==> config.mk <==
export PLATFORM = sky130hd
export DESIGN_NAME = bfvr_sqrt_pipe
export DESIGN_NICKNAME = d
export VERILOG_FILES = /design/src/hdl/beam_frame_vector_rotate_top_defines.svh /design/src/hdl/bfvr_pkg.sv /design/src/hdl/bfvr_sqrt_pipe.sv
export SDC_FILE = /design/constraint.sdc
export NUM_CORES = 2
export LEC_CHECK = 0
export BUFFER_PORTS_ARGS = -buffer_cell sky130_fd_sc_hd__buf_2
export CORE_MARGIN = 10
export CORE_UTILIZATION = 45
export CTS_BUF_LIST = sky130_fd_sc_hd__clkbuf_8
export DETAILED_ROUTE_END_ITERATION = 10
export GPL_TIMING_DRIVEN = 0
export PLACE_DENSITY_LB_ADDON = 0.3
export SYNTH_ARGS = -nofsm -noshare
export SYNTH_HDL_FRONTEND = slang
export SYNTH_SLANG_ARGS = --single-unit
export TNS_END_PERCENT = 30
==> constraint.sdc <==
create_clock -name clock -period 4.2 [get_ports clock]
set_clock_uncertainty 0.05 [all_clocks]
set_input_delay 0.42 -clock clock [delete_from_list [all_inputs] [get_ports clock]]
set_output_delay 0.42 -clock clock [all_outputs]
set_load 0.005 [all_outputs]
==> src/hdl/beam_frame_vector_rotate_top_defines.svh <==
// ----------------------------------------------------------------------------
// Beam frame rotation: assertion macros
// Concurrent checks used at the end of the top level. They are empty for
// synthesis.
// ----------------------------------------------------------------------------
`ifndef BEAM_FRAME_VECTOR_ROTATE_TOP_DEFINES_SVH
`define BEAM_FRAME_VECTOR_ROTATE_TOP_DEFINES_SVH

`ifndef SYNTHESIS

// Same-cycle implication.
`define BFVR_ASSERT_IMP(lbl, clk, rst, ante, cons) \
   lbl: assert property (@(posedge clk) disable iff (rst) (ante) |-> (cons)) \
      else $error("bfvr assertion failed");

// Next-cycle implication.
`define BFVR_ASSERT_NEXT(lbl, clk, rst, ante, cons) \
   lbl: assert property (@(posedge clk) disable iff (rst) (ante) |=> (cons)) \
      else $error("bfvr assertion failed");

`else

`define BFVR_ASSERT_IMP(lbl, clk, rst, ante, cons)
`define BFVR_ASSERT_NEXT(lbl, clk, rst, ante, cons)

`endif

`endif

==> src/hdl/bfvr_pkg.sv <==
// ----------------------------------------------------------------------------
// Beam frame rotation: shared package
// Widths, reset values and the side data carried through the long units.
// ----------------------------------------------------------------------------
package bfvr_pkg;

   // Threshold register reset value (Q0.16).
   localparam logic [15:0] THR_RESET = 16'hFFFF;

   // Unit geometry.
   localparam int SQRT_RAD_W = 62;   // radicand width
   localparam int SQRT_ROOT_W = 31;  // root width
   localparam int DIV_NUM_W = 61;    // numerator width
   localparam int DIV_DEN_W = 31;    // denominator width
   localparam int DIV_QUO_W = 31;    // quotient width

   // Q1.30 one.
   localparam logic signed [31:0] Q30_ONE = 32'sh4000_0000;

   // Side data alongside the first square root.
   typedef struct packed {
      logic [2:0][29:0] mag;
      logic [2:0]       neg;
      logic [2:0][31:0] vec;
      logic             degen;
   } bfvr_side_a_type;

   // Side data alongside the cosine division.
   typedef struct packed {
      logic [2:0]       neg;
      logic [2:0][31:0] vec;
      logic             degen;
   } bfvr_side_b_type;

   // Side data alongside the horizontal length square root.
   typedef struct packed {
      logic [2:0][30:0] quo;
      logic [2:0]       neg;
      logic [2:0][31:0] vec;
      logic             degen;
   } bfvr_side_c_type;

   // Side data alongside the matrix entry division.
   typedef struct packed {
      logic [2:0][30:0] quo;
      logic [30:0]      lxy;
      logic [2:0]       neg;
      logic [2:0][31:0] vec;
      logic             degen;
   } bfvr_side_d_type;

   // Applies a sign to a 31-bit magnitude.
   function automatic logic signed [31:0] bfvr_apply_sign(input logic [30:0] mag,
                                                          input logic neg);
      logic signed [31:0] val;
      val = $signed({1'b0, mag});
      return neg ? -val : val;
   endfunction

endpackage

==> src/hdl/bfvr_sqrt_pipe.sv <==
// ----------------------------------------------------------------------------
// Beam frame rotation: pipelined integer square root
// Floor square root, one root bit per register stage, with side data and a
// common stall enable.
// ----------------------------------------------------------------------------
module bfvr_sqrt_pipe
   import bfvr_pkg::*;
#(
   parameter int NW = SQRT_RAD_W,
   parameter int RW = SQRT_ROOT_W,
   parameter int SW = 1
) (
   input  logic          clock,
   input  logic          reset,
   input  logic          en,
   input  logic          in_valid,
   input  logic [NW-1:0] in_rad,
   input  logic [SW-1:0] in_side,
   output logic          out_valid,
   output logic [RW-1:0] out_root,
   output logic [SW-1:0] out_side
);

   localparam int TW = NW + 2;

   logic          valid_ff [RW];
   logic [TW-1:0] rem_ff   [RW];
   logic [RW-1:0] root_ff  [RW];
   logic [SW-1:0] side_ff  [RW];

   for (genvar s = 0; s < RW; s++) begin : g_stage
      localparam int K = RW - 1 - s;
      logic          valid_prev;
      logic [TW-1:0] rem_prev;
      logic [RW-1:0] root_prev;
      logic [SW-1:0] side_prev;
      logic [TW-1:0] trial;

      // Stage input comes from the port or from the stage before.
      if (s == 0) begin : g_first
         assign valid_prev = in_valid;
         assign rem_prev   = TW'(in_rad);
         assign root_prev  = '0;
         assign side_prev  = in_side;
      end else begin : g_next
         assign valid_prev = valid_ff[s-1];
         assign rem_prev   = rem_ff[s-1];
         assign root_prev  = root_ff[s-1];
         assign side_prev  = side_ff[s-1];
      end

      // Growth of the square when this root bit is set.
      assign trial = (TW'(root_prev) << (K + 1)) + (TW'(1) << (2 * K));

      always_ff @(posedge clock) begin
         if (reset) begin
            valid_ff[s] <= 1'b0;
         end else if (en) begin
            valid_ff[s] <= valid_prev;
         end
      end

      always_ff @(posedge clock) begin
         if (en) begin
            side_ff[s] <= side_prev;
            if (rem_prev >= trial) begin
               rem_ff[s]  <= rem_prev - trial;
               root_ff[s] <= root_prev | (RW'(1) << K);
            end else begin
               rem_ff[s]  <= rem_prev;
               root_ff[s] <= root_prev;
            end
         end
      end
   end

   assign out_valid = valid_ff[RW-1];
   assign out_root  = root_ff[RW-1];
   assign out_side  = side_ff[RW-1];

endmodule

==> results.yml <==
detailed_routing:
  post_drt_via_cell_ratio: 5.63
  ant_nets: 0
  wirelength_mm: 327
  drt_iter0_drc: 6141
  wl_met1_mm: 118
  top_layer: "met5"
  first_pass_iters: 8
  vias: 80111
  wl_per_cell_um: 23.0
  dr_wl_met2_mm: 173
  wl_met3_mm: 14.3
  drc_errors: 0
timing:
  fmax_mhz: 237
  final_hold_viol_count: 0
  rsz0062_at_grt: "yes"
  drv_slew: 0
  final.period_utilization: 1.00
  final.setup.worst_slack_ns: -0.0172
  max_slew_margin: 0.290
  period_minus_slack_ns: 4.22
  worst_pin_slew_ns: 1.05
  setup_viol: 2
floorplan:
  die_h_um: 536
  std_cell_rows: 189
  initial_core_util: 0.452
  die_area_sq_um: 288000
  core_sq_um: 265000
  num_io_pins: 100
  die_x_um: 536
final_layout:
  fill_cells: 22665
  final_cell_mix: "edfxtp_1 (2,477), inv_1 (758), nand2_1 (735)"
  nNetsFinal: 10949
  area_delta_synth_final_pct: 13.3
  final_util: 0.512
  post_layout_nonfiller_instances: 14231
  multi_input_area_sq_um: 42900
  regArea_sq_um: 74400
  drive_above_1_share: 0.0927
  final_common_cell: "edfxtp_1"
synth:
  yosys_warnings: 0
  synth_seq_area_share: 0.620
  netlist_area_sq_um: 120000
  synth_top_flop_cell: "edfxtp_1"
  synth_cells: 9695
  synth_seq_cells: 2477
  synth-edff-count: 2477
  synth-async-reset-ratio: 0
  syn_area_per_cell_sq_um: 12.4
  syn-num-nets: 10287
  ys_types: 93
clocking:
  root_buffer: "clkbuf_8"
  clkSinkCount: 2477
  htreeDepth: 5
  numCtsBuffers: 403
  clk_latency_ns: 1.07
  cts_tree: "done"
  path_clk_slew_ns: 0.06
  cts_max_path_buffers: 4
job:
  max_cap_viol_count: 0
worst_hold_path:
  holdCritPathClass: "in2reg"
pwr:
  power_density_nw_per_um2: 513
  peakVddDrop_mv: 0.349
  p_total_mw: 69.8
  p_leak_nw: 50.8
critical_path:
  cp-start-kind: "register"
  setup.worst_path.class: "reg2reg"
  crit_fanout: 10
  cp-end-kind: "register"
  cp.required_ns: 4.96
  cp.arrival_ns: 4.98
run_status:
  status: "complete, but fails checks"
  violations: "setup timing"
global_routing:
  overflow: 0
  grtUsageTotal: 0.219
  first_global_vias: 80957
  antenna_found_initial: 9
  grt_max_degree: 76
  grt_pass1_wl_mm: 488
placement:
  io_buffers: 99
  dpl.cell_count: 13353
  dp_hpwl_mm: 252
  gp_congestion: 0.964
## through the flow
stage	instance area, sq um	hold WS [ns]	setup slack (ns)	TNS, ns
2_1_floorplan	120000	0.350	-0.0573	-7.83
3_5_place_dp	126000	0.355	-1.96	-614.52
3_3_place_gp	125000	0.352	-5.63	-
6_report	136000	0.179	-0.0172	-0.0183
4_1_cts	136000	0.127	-0.0204	-0.0204
5_1_grt	136000	0.200	-0.136	-1.85
## cell type report
class	count	area share
clock inverter	334	0.0187
timing repair buffer	263	0.0185
tap	3533	0.0325
antenna	8	0.000147
sequential	2477	0.547
multi-input combinational	6307	0.316
inverter	655	0.0181
buffer	250	0.00833
clock buffer	404	0.0409
## cell usage after synthesis (all sizes together), types with 190 or more instances
library cell,instances,area (sq um)
edfxtp,2477,74400
nand2,739,2770
inv,655,2460
nor2,539,2020
ha,525,6570
o21ai,514,2570
xnor2,479,4200
a21oi,463,2320
xor2,403,3530
nor4,362,2270
nor3,283,1430
a21o,256,1920
clkbuf,243,912
nand4,192,1200
nand3,190,951
## state kept, by name (all words and copies together), names as in the netlist
signal	flops
root_ff	496
rem_ff	1919
side_ff	31
valid_ff	31
## power by group
group	internal [mW]	switching [mW]	total, mW
Clock	11.3	9.99	21.3
Combinational	5.71	9.21	14.9
Sequential	31.1	2.49	33.5
## timing repair
action	CTS	global route
buffers inserted	9	1
pin swaps	4	7
hold buffers	128	0
gates resized for setup	99	97
endpoints found under the setup margin	447	365
endpoints found under the hold margin	98	0
## path summary, 6_finish.rpt
| kind | from | to | slack [ns] | cells past startpoint |
|---|---|---|---|---|
| hold / removal | in_side | side_ff[0] | 0.18 | 2 |
| setup reg to reg | rem_ff[1][673] | rem_ff[1][762] | -0.02 | 11 |
| setup / recovery | rem_ff[1][673] | rem_ff[1][762] | -0.02 | 11 |
| hold reg to reg | rem_ff[1][198] | rem_ff[1][262] | 0.33 | 0 |
## critical path, stage by stage (launching register included)
cell      delay (ns)
edfxtp_1        0.41
ha_1            0.29
clkbuf_1        0.32
nand4b_1        0.35
nor4_4          0.45
nand3_1         0.25
a211oi_2        0.48
a2111o_1        0.33
nand3_1         0.22
a211oi_4        0.47
nand4b_1        0.18
xnor2_1         0.18
## metal layers
layer | vias to the layer above | track usage
met4 | 2 | 0.130
met3 | 891 | 0.0293
met1 | 38796 | 0.233
met2 | 2595 | 0.412
li1 | 37827 | -
met5 | - | 0
## logic make-up (layout without fill, tap and decap cells)
family          count (synthesis)  in the layout  share of synthesized area
simple gates                 3041           3041                      0.133
flops                        2477           2477                      0.620
compound gates               1800           1800                     0.0947
buf+inv                       911           1906                     0.0286
xor+xnor                      882            882                     0.0644
fa+ha+maj                     525            525                     0.0547
mux                            59             59                    0.00544
other cells                     0              8                          0
No activity file was read; power rests on OpenSTA's default activity.
